<file path="src/hw/rtl/fspm_pkg.sv">
// Shared types and constants for the frame slot pool manager.
// No dependencies; every other file in hw/rtl refers to this package.
`timescale 1ns / 1ps

package fspm_pkg;

    localparam int STAMP_W = 32;
    localparam int DIM_W   = 16;
    localparam int TIME_W  = 64;
    localparam int SLOT_W  = 5;

    localparam logic [1:0] OP_ACQUIRE = 2'd0;
    localparam logic [1:0] OP_COMMIT  = 2'd1;
    localparam logic [1:0] OP_NEXT    = 2'd2;

    // Input transaction payload.
    typedef struct packed {
        logic        [1:0]        opcode;
        logic        [DIM_W-1:0]  frame_width;
        logic        [DIM_W-1:0]  frame_height;
        logic signed [TIME_W-1:0] timestamp;
    } t_cmd;

    // Result transaction payload.
    typedef struct packed {
        logic                     found;
        logic        [SLOT_W-1:0] slot;
        logic        [STAMP_W-1:0] sequence_res;
        logic        [DIM_W-1:0]  out_width;
        logic        [DIM_W-1:0]  out_height;
        logic signed [TIME_W-1:0] out_timestamp;
    } t_res;

    // One entry of the per-slot metadata memory.
    typedef struct packed {
        logic [STAMP_W-1:0] stamp;
        logic [DIM_W-1:0]   width;
        logic [DIM_W-1:0]   height;
    } t_meta;

    // Controller to datapath commands.
    typedef struct packed {
        logic load;    // latch transaction, start scan, release consumer slot
        logic claim;   // take the scan winner, fetch its timestamp
        logic commit;  // write producer slot
    } t_dp_cmd;

    // Datapath to controller status.
    typedef struct packed {
        logic scan_done;
    } t_dp_stat;

endpackage

</file>
<file path="src/hw/rtl/fspm_ctrl.sv">
// Sequencing state machine for the frame slot pool manager.
// Depends on fspm_pkg for opcodes and the command/status structs.
`timescale 1ns / 1ps

module fspm_ctrl (
    input  logic               i_clk,
    input  logic               i_rst_n,
    input  logic               i_start,
    input  logic [1:0]         i_opcode,
    input  fspm_pkg::t_dp_stat i_dp_stat,
    output logic               o_busy,
    output logic               o_valid,
    output fspm_pkg::t_dp_cmd  o_dp_cmd
);

    typedef enum logic [4:0] {
        ST_IDLE   = 5'b00001,
        ST_SCAN   = 5'b00010,
        ST_CLAIM  = 5'b00100,
        ST_COMMIT = 5'b01000,
        ST_DONE   = 5'b10000
    } t_state;

    t_state r_state;
    t_state n_state;

    always_ff @(posedge i_clk) begin
        if (!i_rst_n) begin
            r_state <= ST_IDLE;
        end else begin
            r_state <= n_state;
        end
    end

    always_comb begin
        n_state  = r_state;
        o_dp_cmd = '0;
        o_busy   = 1'b1;
        o_valid  = 1'b0;
        unique case (r_state)
            ST_IDLE: begin
                o_busy = 1'b0;
                if (i_start) begin
                    o_dp_cmd.load = 1'b1;
                    unique case (i_opcode)
                        fspm_pkg::OP_ACQUIRE: n_state = ST_SCAN;
                        fspm_pkg::OP_NEXT:    n_state = ST_SCAN;
                        fspm_pkg::OP_COMMIT:  n_state = ST_COMMIT;
                        default:              n_state = ST_DONE;
                    endcase
                end
            end
            ST_SCAN: begin
                if (i_dp_stat.scan_done) begin
                    n_state = ST_CLAIM;
                end
            end
            ST_CLAIM: begin
                o_dp_cmd.claim = 1'b1;
                n_state        = ST_DONE;
            end
            ST_COMMIT: begin
                o_dp_cmd.commit = 1'b1;
                n_state         = ST_DONE;
            end
            ST_DONE: begin
                o_valid = 1'b1;
                n_state = ST_IDLE;
            end
            default: begin
                n_state = ST_IDLE;
            end
        endcase
    end

`ifndef SYNTHESIS
    a_accept_busy: assert property (@(posedge i_clk) disable iff (!i_rst_n)
        (i_start && !o_busy) |=> o_busy)
        else $error("accepted transaction did not raise busy");

    a_strobe_single: assert property (@(posedge i_clk) disable iff (!i_rst_n)
        o_valid |=> !o_valid)
        else $error("result strobe longer than one cycle");

    a_cmd_excl: assert property (@(posedge i_clk) disable iff (!i_rst_n)
        $onehot0({o_dp_cmd.load, o_dp_cmd.claim, o_dp_cmd.commit}))
        else $error("overlapping datapath commands");

    a_scan_done_state: assert property (@(posedge i_clk) disable iff (!i_rst_n)
        i_dp_stat.scan_done |-> (r_state == ST_SCAN))
        else $error("scan finished outside scan state");
`endif

endmodule

</file>
<file path="src/hw/rtl/fspm_datapath.sv">
// Slot storage, sequential oldest-slot scan and result formation.
// Depends on fspm_pkg; driven by fspm_ctrl through t_dp_cmd.
`timescale 1ns / 1ps

module fspm_datapath #(
    parameter int SLOT_COUNT = 32,
    localparam int SW = $clog2(SLOT_COUNT)
) (
    input  logic               i_clk,
    input  logic               i_rst_n,
    input  fspm_pkg::t_cmd     i_cmd,
    input  fspm_pkg::t_dp_cmd  i_dp_cmd,
    output fspm_pkg::t_dp_stat o_dp_stat,
    output fspm_pkg::t_res     o_res
);

    localparam logic [SW-1:0] LAST = SW'(SLOT_COUNT - 1);

    // slot flags and metadata valid bits
    logic [SLOT_COUNT-1:0] r_in_use;
    logic [SLOT_COUNT-1:0] r_ready;
    logic [SLOT_COUNT-1:0] r_mvld;

    fspm_pkg::t_meta                    r_meta_mem [SLOT_COUNT];
    logic [fspm_pkg::TIME_W-1:0]        r_time_mem [SLOT_COUNT];

    fspm_pkg::t_cmd                     r_cmd;
    logic [fspm_pkg::STAMP_W-1:0]       r_counter;
    logic [SW-1:0]                      r_prod;
    logic [SW-1:0]                      r_cons;
    logic                               r_cons_held;

    // scan pipeline: issue stage then compare stage
    logic [SW-1:0]                      r_scan_addr;
    logic                               r_issue;
    logic                               r_rd_vld;
    logic [SW-1:0]                      r_rd_idx;
    logic                               r_rd_q;
    logic                               r_rd_mvld;
    fspm_pkg::t_meta                    r_rd_meta;

    logic                               r_best_found;
    logic [SW-1:0]                      r_best_idx;
    fspm_pkg::t_meta                    r_best_meta;
    logic [fspm_pkg::TIME_W-1:0]        r_time_rd;

    fspm_pkg::t_meta                    rd_meta;
    logic                               take;

    assign rd_meta = r_rd_mvld ? r_rd_meta : '0;
    assign take    = r_rd_vld && r_rd_q &&
                     (!r_best_found || (rd_meta.stamp < r_best_meta.stamp));

    assign o_dp_stat.scan_done = r_rd_vld && (r_rd_idx == LAST);

    // control state
    always_ff @(posedge i_clk) begin
        if (!i_rst_n) begin
            r_in_use     <= '0;
            r_ready      <= '0;
            r_mvld       <= '0;
            r_counter    <= '0;
            r_prod       <= '0;
            r_cons       <= '0;
            r_cons_held  <= 1'b0;
            r_scan_addr  <= '0;
            r_issue      <= 1'b0;
            r_rd_vld     <= 1'b0;
            r_best_found <= 1'b0;
        end else begin
            r_rd_vld <= r_issue;
            if (i_dp_cmd.load) begin
                r_scan_addr  <= '0;
                r_issue      <= (i_cmd.opcode == fspm_pkg::OP_ACQUIRE) ||
                                (i_cmd.opcode == fspm_pkg::OP_NEXT);
                r_best_found <= 1'b0;
                if ((i_cmd.opcode == fspm_pkg::OP_NEXT) && r_cons_held) begin
                    r_in_use[r_cons] <= 1'b0;
                    r_ready[r_cons]  <= 1'b0;
                    r_cons_held      <= 1'b0;
                end
            end
            if (r_issue) begin
                r_scan_addr <= r_scan_addr + 1'b1;
                if (r_scan_addr == LAST) begin
                    r_issue <= 1'b0;
                end
            end
            if (take) begin
                r_best_found <= 1'b1;
            end
            if (i_dp_cmd.claim && r_best_found) begin
                r_in_use[r_best_idx] <= 1'b1;
                if (r_cmd.opcode == fspm_pkg::OP_ACQUIRE) begin
                    r_prod <= r_best_idx;
                end else begin
                    r_cons_held <= 1'b1;
                    r_cons      <= r_best_idx;
                end
            end
            if (i_dp_cmd.commit) begin
                r_counter        <= r_counter + 1'b1;
                r_ready[r_prod]  <= 1'b1;
                r_in_use[r_prod] <= 1'b0;
                r_mvld[r_prod]   <= 1'b1;
            end
        end
    end

    // payload and memories
    always_ff @(posedge i_clk) begin
        if (i_dp_cmd.load) begin
            r_cmd <= i_cmd;
        end
        if (r_issue) begin
            r_rd_meta <= r_meta_mem[r_scan_addr];
            r_rd_idx  <= r_scan_addr;
            r_rd_mvld <= r_mvld[r_scan_addr];
            r_rd_q    <= !r_in_use[r_scan_addr] &&
                         ((r_cmd.opcode != fspm_pkg::OP_NEXT) || r_ready[r_scan_addr]);
        end
        if (take) begin
            r_best_idx  <= r_rd_idx;
            r_best_meta <= rd_meta;
        end
        if (i_dp_cmd.claim) begin
            r_time_rd <= r_time_mem[r_best_idx];
        end
        if (i_dp_cmd.commit) begin
            r_meta_mem[r_prod] <= '{stamp:  r_counter + 1'b1,
                                    width:  r_cmd.frame_width,
                                    height: r_cmd.frame_height};
            r_time_mem[r_prod] <= r_cmd.timestamp;
        end
    end

    // result, stable while the controller strobes it
    always_comb begin
        o_res = '0;
        unique case (r_cmd.opcode)
            fspm_pkg::OP_ACQUIRE, fspm_pkg::OP_NEXT: begin
                if (r_best_found) begin
                    o_res.found        = 1'b1;
                    o_res.slot         = fspm_pkg::SLOT_W'(r_best_idx);
                    o_res.sequence_res = r_best_meta.stamp;
                    o_res.out_width    = r_best_meta.width;
                    o_res.out_height   = r_best_meta.height;
                    if (r_cmd.opcode == fspm_pkg::OP_NEXT) begin
                        o_res.out_timestamp = r_time_rd;
                    end
                end
            end
            fspm_pkg::OP_COMMIT: begin
                o_res.found         = 1'b1;
                o_res.slot          = fspm_pkg::SLOT_W'(r_prod);
                o_res.sequence_res  = r_counter;
                o_res.out_width     = r_cmd.frame_width;
                o_res.out_height    = r_cmd.frame_height;
                o_res.out_timestamp = r_cmd.timestamp;
            end
            default: begin
                o_res = '0;
            end
        endcase
    end

endmodule

</file>
<file path="src/hw/rtl/frame_slot_pool_manager.sv">
// Top level of the frame slot pool manager.
// Depends on fspm_pkg, fspm_ctrl and fspm_datapath.
`timescale 1ns / 1ps

// Frame slot pool manager: bookkeeping for SLOT_COUNT frame buffers shared by
// one producer and one consumer.
//
// Input channel: a transaction (opcode plus frame metadata in i_cmd) is taken
// at a clock edge with start high and busy low. busy stays high until the
// result has been shown, so one transaction is in flight at a time.
// Result channel: o_result is valid for exactly one cycle while o_valid is
// high; the receiver cannot stall and must take it in that cycle.
//
// Sequence from the accepting edge to the strobe cycle:
//   acquire / consumer next : a scan of one slot per cycle through the
//                             metadata memory read port, then a claim
//                             state that also reads the timestamp.
//   commit / unused opcode  : a commit state / no intermediate state.
//
// Reset (synchronous, active low) clears all in-use, ready and metadata
// valid bits, the stamp counter, the producer slot and the consumer hold.
// Metadata of never-written slots reads as zero; no clearing pass is needed.

module frame_slot_pool_manager #(
    parameter int SLOT_COUNT = 32
) (
    input  logic           i_clk,
    input  logic           i_rst_n,
    input  logic           start,
    output logic           busy,
    input  fspm_pkg::t_cmd i_cmd,
    output logic           o_valid,
    output fspm_pkg::t_res o_result
);

    fspm_pkg::t_dp_cmd  dp_cmd;
    fspm_pkg::t_dp_stat dp_stat;

    // controller: sequences load, scan, claim/commit and the result strobe
    fspm_ctrl u_ctrl (
        .i_clk     (i_clk),
        .i_rst_n   (i_rst_n),
        .i_start   (start),
        .i_opcode  (i_cmd.opcode),
        .i_dp_stat (dp_stat),
        .o_busy    (busy),
        .o_valid   (o_valid),
        .o_dp_cmd  (dp_cmd)
    );

    // datapath: slot flags, metadata memories, scan compare, result mux
    fspm_datapath #(
        .SLOT_COUNT (SLOT_COUNT)
    ) u_datapath (
        .i_clk     (i_clk),
        .i_rst_n   (i_rst_n),
        .i_cmd     (i_cmd),
        .i_dp_cmd  (dp_cmd),
        .o_dp_stat (dp_stat),
        .o_res     (o_result)
    );

endmodule

</file>
<file path="config.mk">
export PLATFORM = sky130hd
export DESIGN_NAME = frame_slot_pool_manager
export DESIGN_NICKNAME = d
export VERILOG_FILES = /design/src/hw/rtl/fspm_pkg.sv /design/src/hw/rtl/fspm_ctrl.sv /design/src/hw/rtl/fspm_datapath.sv /design/src/hw/rtl/frame_slot_pool_manager.sv
export SDC_FILE = /design/constraint.sdc
export NUM_CORES = 2
export LEC_CHECK = 0
export BUFFER_PORTS_ARGS = -buffer_cell sky130_fd_sc_hd__buf_2
export CAP_MARGIN = 20
export CELL_PAD_IN_SITES_DETAIL_PLACEMENT = 1
export CELL_PAD_IN_SITES_GLOBAL_PLACEMENT = 1
export CORE_MARGIN = 4
export CORE_UTILIZATION = 56
export DETAILED_ROUTE_END_ITERATION = 6
export GPL_TIMING_DRIVEN = 0
export PLACE_DENSITY_LB_ADDON = 0.1
export SLEW_MARGIN = 20
export SYNTH_ARGS = -nofsm -noshare
export SYNTH_HDL_FRONTEND = slang
export SYNTH_HIERARCHICAL = 1
export SYNTH_SLANG_ARGS = --single-unit
export TNS_END_PERCENT = 5
</file>
<file path="constraint.sdc">
create_clock -name i_clk -period 9.2 [get_ports i_clk]
set_clock_uncertainty 0.1 [all_clocks]
set_input_delay 1.84 -clock i_clk [delete_from_list [all_inputs] [get_ports i_clk]]
set_output_delay 1.84 -clock i_clk [all_outputs]
set_load 0.1 [all_outputs]
</file>
==> impl_metrics.tcl <==
set metrics [dict create \
    via_count 90300 \
    r2r-end "u_datapath/r_best_meta[16]$_SDFFCE_PN0P_" \
    io_pins 237 \
    synth-edff-count 4398 \
    rsz0062_at_grt "false" \
    grt_first_pass_wirelength_mm 741 \
    fin_cells 12900 \
    die_h_um 563 \
    hold-worst-slack_ps 350 \
    rows 203 \
    p_sw_frac 0.219 \
    cpPeakStageDelay_ps 870 \
    required_ps 7260 \
    syn-mean-instance-area_sq_um 22.9 \
    setup_ws_ps 2240 \
    r2r_cells 13 \
    synthCells 7516 \
    clock-sinks 4550 \
    period_share 0.756 \
    slowest_stage "clkbuf_1" \
    routed_wl_mm 535 \
    ir_worst_vdd_uv 182 \
    finalSetupTns_ps 0 \
    finalHoldViolCount 0 \
    p_switching_w 0.00964 \
    insertion_delay_ps 960 \
    io_buffers 236 \
    fill_cells 24200 \
    overflow 0 \
    first_global_vias 92300 \
    ff2ff_setup_slack_ps 4060 \
    cts_root_buf "clkbuf_16" \
    cts_tree "built" \
    drc_errors 0 \
    maxCapViolations 0 \
    antenna_left 0 \
    p_clk_frac 0.418 \
    worst_pin_slew_ps 1320 \
    synth_async_sr_flop_share 0 \
    gp_congestion 0.834 \
    postCtsSetupRepairBufs 0 \
    grt_antenna_before_repair 23 \
    worstSetupStartpointType "register" \
    setup_viol 0 \
    die_x_um 563 \
    min_to "u_datapath/r_rd_idx[3]$_DFFE_PP_" \
    clk_path_buf_depth 4 \
    final-max-slew-violation-count 0 \
    arrival_ps 5020 \
    combPwrFrac 0.052 \
    drt_iter0_drc 15400 \
    slew_headroom 0.120 \
    syn-num-nets 7651 \
    dp.cells 12000 \
    ys_types 60 \
    power_density_mw_per_mm2 222 \
    core_area_sq_mm 0.306 \
    critical_path.cell_chain "nor2b_2, clkbuf_2, buf_12, clkbuf_1, a22o_1, buf_2" \
    dp_hpwl_mm 310 \
    die-area_sq_mm 0.317 \
    cts_buffers 455 \
    p_leak_nw 62.3 \
    place_area_sq_mm 0.183 \
    yosysSeqAreaShare 0.783 \
    layout.nets 8516 \
    cts_resized 0 \
    avgViaCountPerCell 7.02 \
    timing.fmax_mhz 144 \
    yosysWarnings 6 \
    layout_min_cycle_time_ps 6960 \
    critPathCaptureType "output port" \
    grt_max_degree 58 \
    track_usage 0.339 \
    pwr-share-seq 0.529 \
    synth_seq_cells 4550 \
    syn_to_final_growth_pct 14.7 \
    outcome "finished, final reports clean" \
    min_from "u_datapath/r_scan_addr[3]$_SDFFE_PN0P_" \
    pre_cts_slack_ps 3490 \
    postCtsHoldBufs 0 \
    synth_flop_cell "edfxtp_1" \
    path_class "reg2out" \
    h-tree-depth 5 \
    intPower_w 0.0344 \
    reg2reg_from "u_datapath/r_rd_mvld$_DFFE_PP_" \
    design_area_sq_mm 0.198 \
    initial_core_util 0.563 \
    syn_area_sq_mm 0.172 \
    hold_depth 0 \
    hold_path_class "reg2reg" \
    cp_max_fo 10 \
    drt-pass1-iter-count 6 \
    drive_above_1_share 0.296 \
    drt-wirelength-per-cell_um 41.6 \
    clk_pin_slew_worst_paths_ps 60 \
]
routing by layer:
layer	vias to the layer above	track usage	wire length [um]
met2	6763	0.531	256000
met1	48800	0.484	197000
met5	-	0	25
met4	6	0.0966	17300
met3	955	0.0826	64900
li1	33800	-	-
cell usage after synthesis (37+ instances only):
library cell  count  area share
mux2_2           66      0.0043
clkbuf_1        256      0.0056
mux4_2         1178        0.15
a22o_1          119      0.0060
nor2_1          131      0.0029
a21oi_1          55      0.0016
dfxtp_1         152       0.018
o21ai_0         127      0.0037
buf_2           110      0.0032
and2_1           72      0.0026
and3_1           43      0.0016
a22oi_1         260       0.011
buf_1            37     0.00081
nand2_1          88      0.0019
edfxtp_1       4398        0.77
inv_1            72      0.0016
nand4_1          89      0.0032
registers in the layout, summed over array words and instances, names as in the netlist, 5 cells and up:
name,cells
u_datapath/r_counter,32
u_datapath/r_rd_meta,64
u_datapath/r_cmd,98
u_ctrl/r_state,5
u_datapath/r_scan_addr,5
u_datapath/r_time_rd,64
u_datapath/r_best_meta,64
u_datapath/r_prod,5
u_datapath/r_ready,32
u_datapath/r_rd_idx,5
u_datapath/r_in_use,32
u_datapath/r_cons,5
u_datapath/r_best_idx,5
u_datapath/r_time_mem,2048
u_datapath/r_meta_mem,2048
u_datapath/r_mvld,32
layout make-up:
cell class	count	area, sq um	share of cell area
clock inverters	275	2570	0.0130
well taps	4100	5130	0.0259
clock buffers	556	12100	0.0611
repair buffers	408	4810	0.0243
inverters	73	514	0.00260
flip-flops and latches	4550	135000	0.683
plain buffers	420	1920	0.00971
multi-input cells	2473	35600	0.180
diodes	15	37.5	0.000190
cells in the final DEF, fill, tap and decap left out, drive strengths merged, types with 31 or more instances in the layout:
cell type  count
nand4         89
edfxtp      4398
a21oi         55
clkinv       206
dfxtp        152
and3          43
ha            34
nand2         88
mux4        1178
a22oi        260
clkbuf       815
xor2          31
mux2          66
buf          569
a22o         119
nor2         131
and2          72
inv           81
o21ai        127
bufinv        46
power groups by stage:
| stage | clock network, W | registers (W) | logic (W) |
|---|---|---|---|
| final | 0.0184 | 0.0233 | 0.00230 |
| after global routing | 0.0196 | 0.0233 | 0.00239 |
| after CTS | 0.0186 | 0.0233 | 0.00223 |
| after detailed placement | 0 | 0.0238 | 0.00221 |
| after global placement | 0 | 0.0238 | 0.00208 |
| after floorplan | 0 | 0.0236 | 0.00142 |
worst max-delay path, delay by kind of cell (launching register included):
kind,cells,cell delay (ps)
AND/OR/NAND/NOR,1,780
flip-flops,1,620
AO/OA/AOI/OAI,1,560
buffers and inverters,4,2030
per-stage QoR:
| step | utilization | total power [W] |
|---|---|---|
| floorplan | - | 0.0250 |
| global placement | 0.584 | 0.0259 |
| detailed placement | 0.597 | 0.0260 |
| CTS | 0.645 | 0.0441 |
| global route | 0.646 | 0.0453 |
| finish | 0.646 | 0.0440 |
how the worst max path moves through the flow:
stage	endpoint	start	cells after the start	slack, ps
final	o_result[50]	u_datapath/r_cmd[96]$_DFFE_PP_	6	2240
after global routing	o_result[105]	u_datapath/r_cmd[97]$_DFFE_PP_	7	2310
after CTS	o_result[50]	u_datapath/r_cmd[96]$_DFFE_PP_	6	2390
after detailed placement	o_result[50]	u_datapath/r_cmd[97]$_DFFE_PP_	7	3490
after global placement	u_datapath/r_in_use[1]$_SDFF_PN0_	u_ctrl/r_state[0]$_SDFFE_PN1P_	5	-8940
after floorplan	u_datapath/r_in_use[24]$_SDFF_PN0_	start	8	1120
cell families (layout without fill, tap and decap cells):
kind of cell / count (synthesis) / after routing / share of synthesized area
AO/OA/AOI/OAI: 589 / 589 / 0.0239
adder cells (fa/ha/maj): 34 / 34 / 0.00247
other: 0 / 15 / 0
AND/OR/NAND/NOR: 541 / 541 / 0.0167
XOR/XNOR: 53 / 53 / 0.00269
buffers and inverters: 493 / 1732 / 0.0122
multiplexers: 1256 / 1256 / 0.159
flip-flops: 4550 / 4550 / 0.783
(Power assumes the default switching activity.)
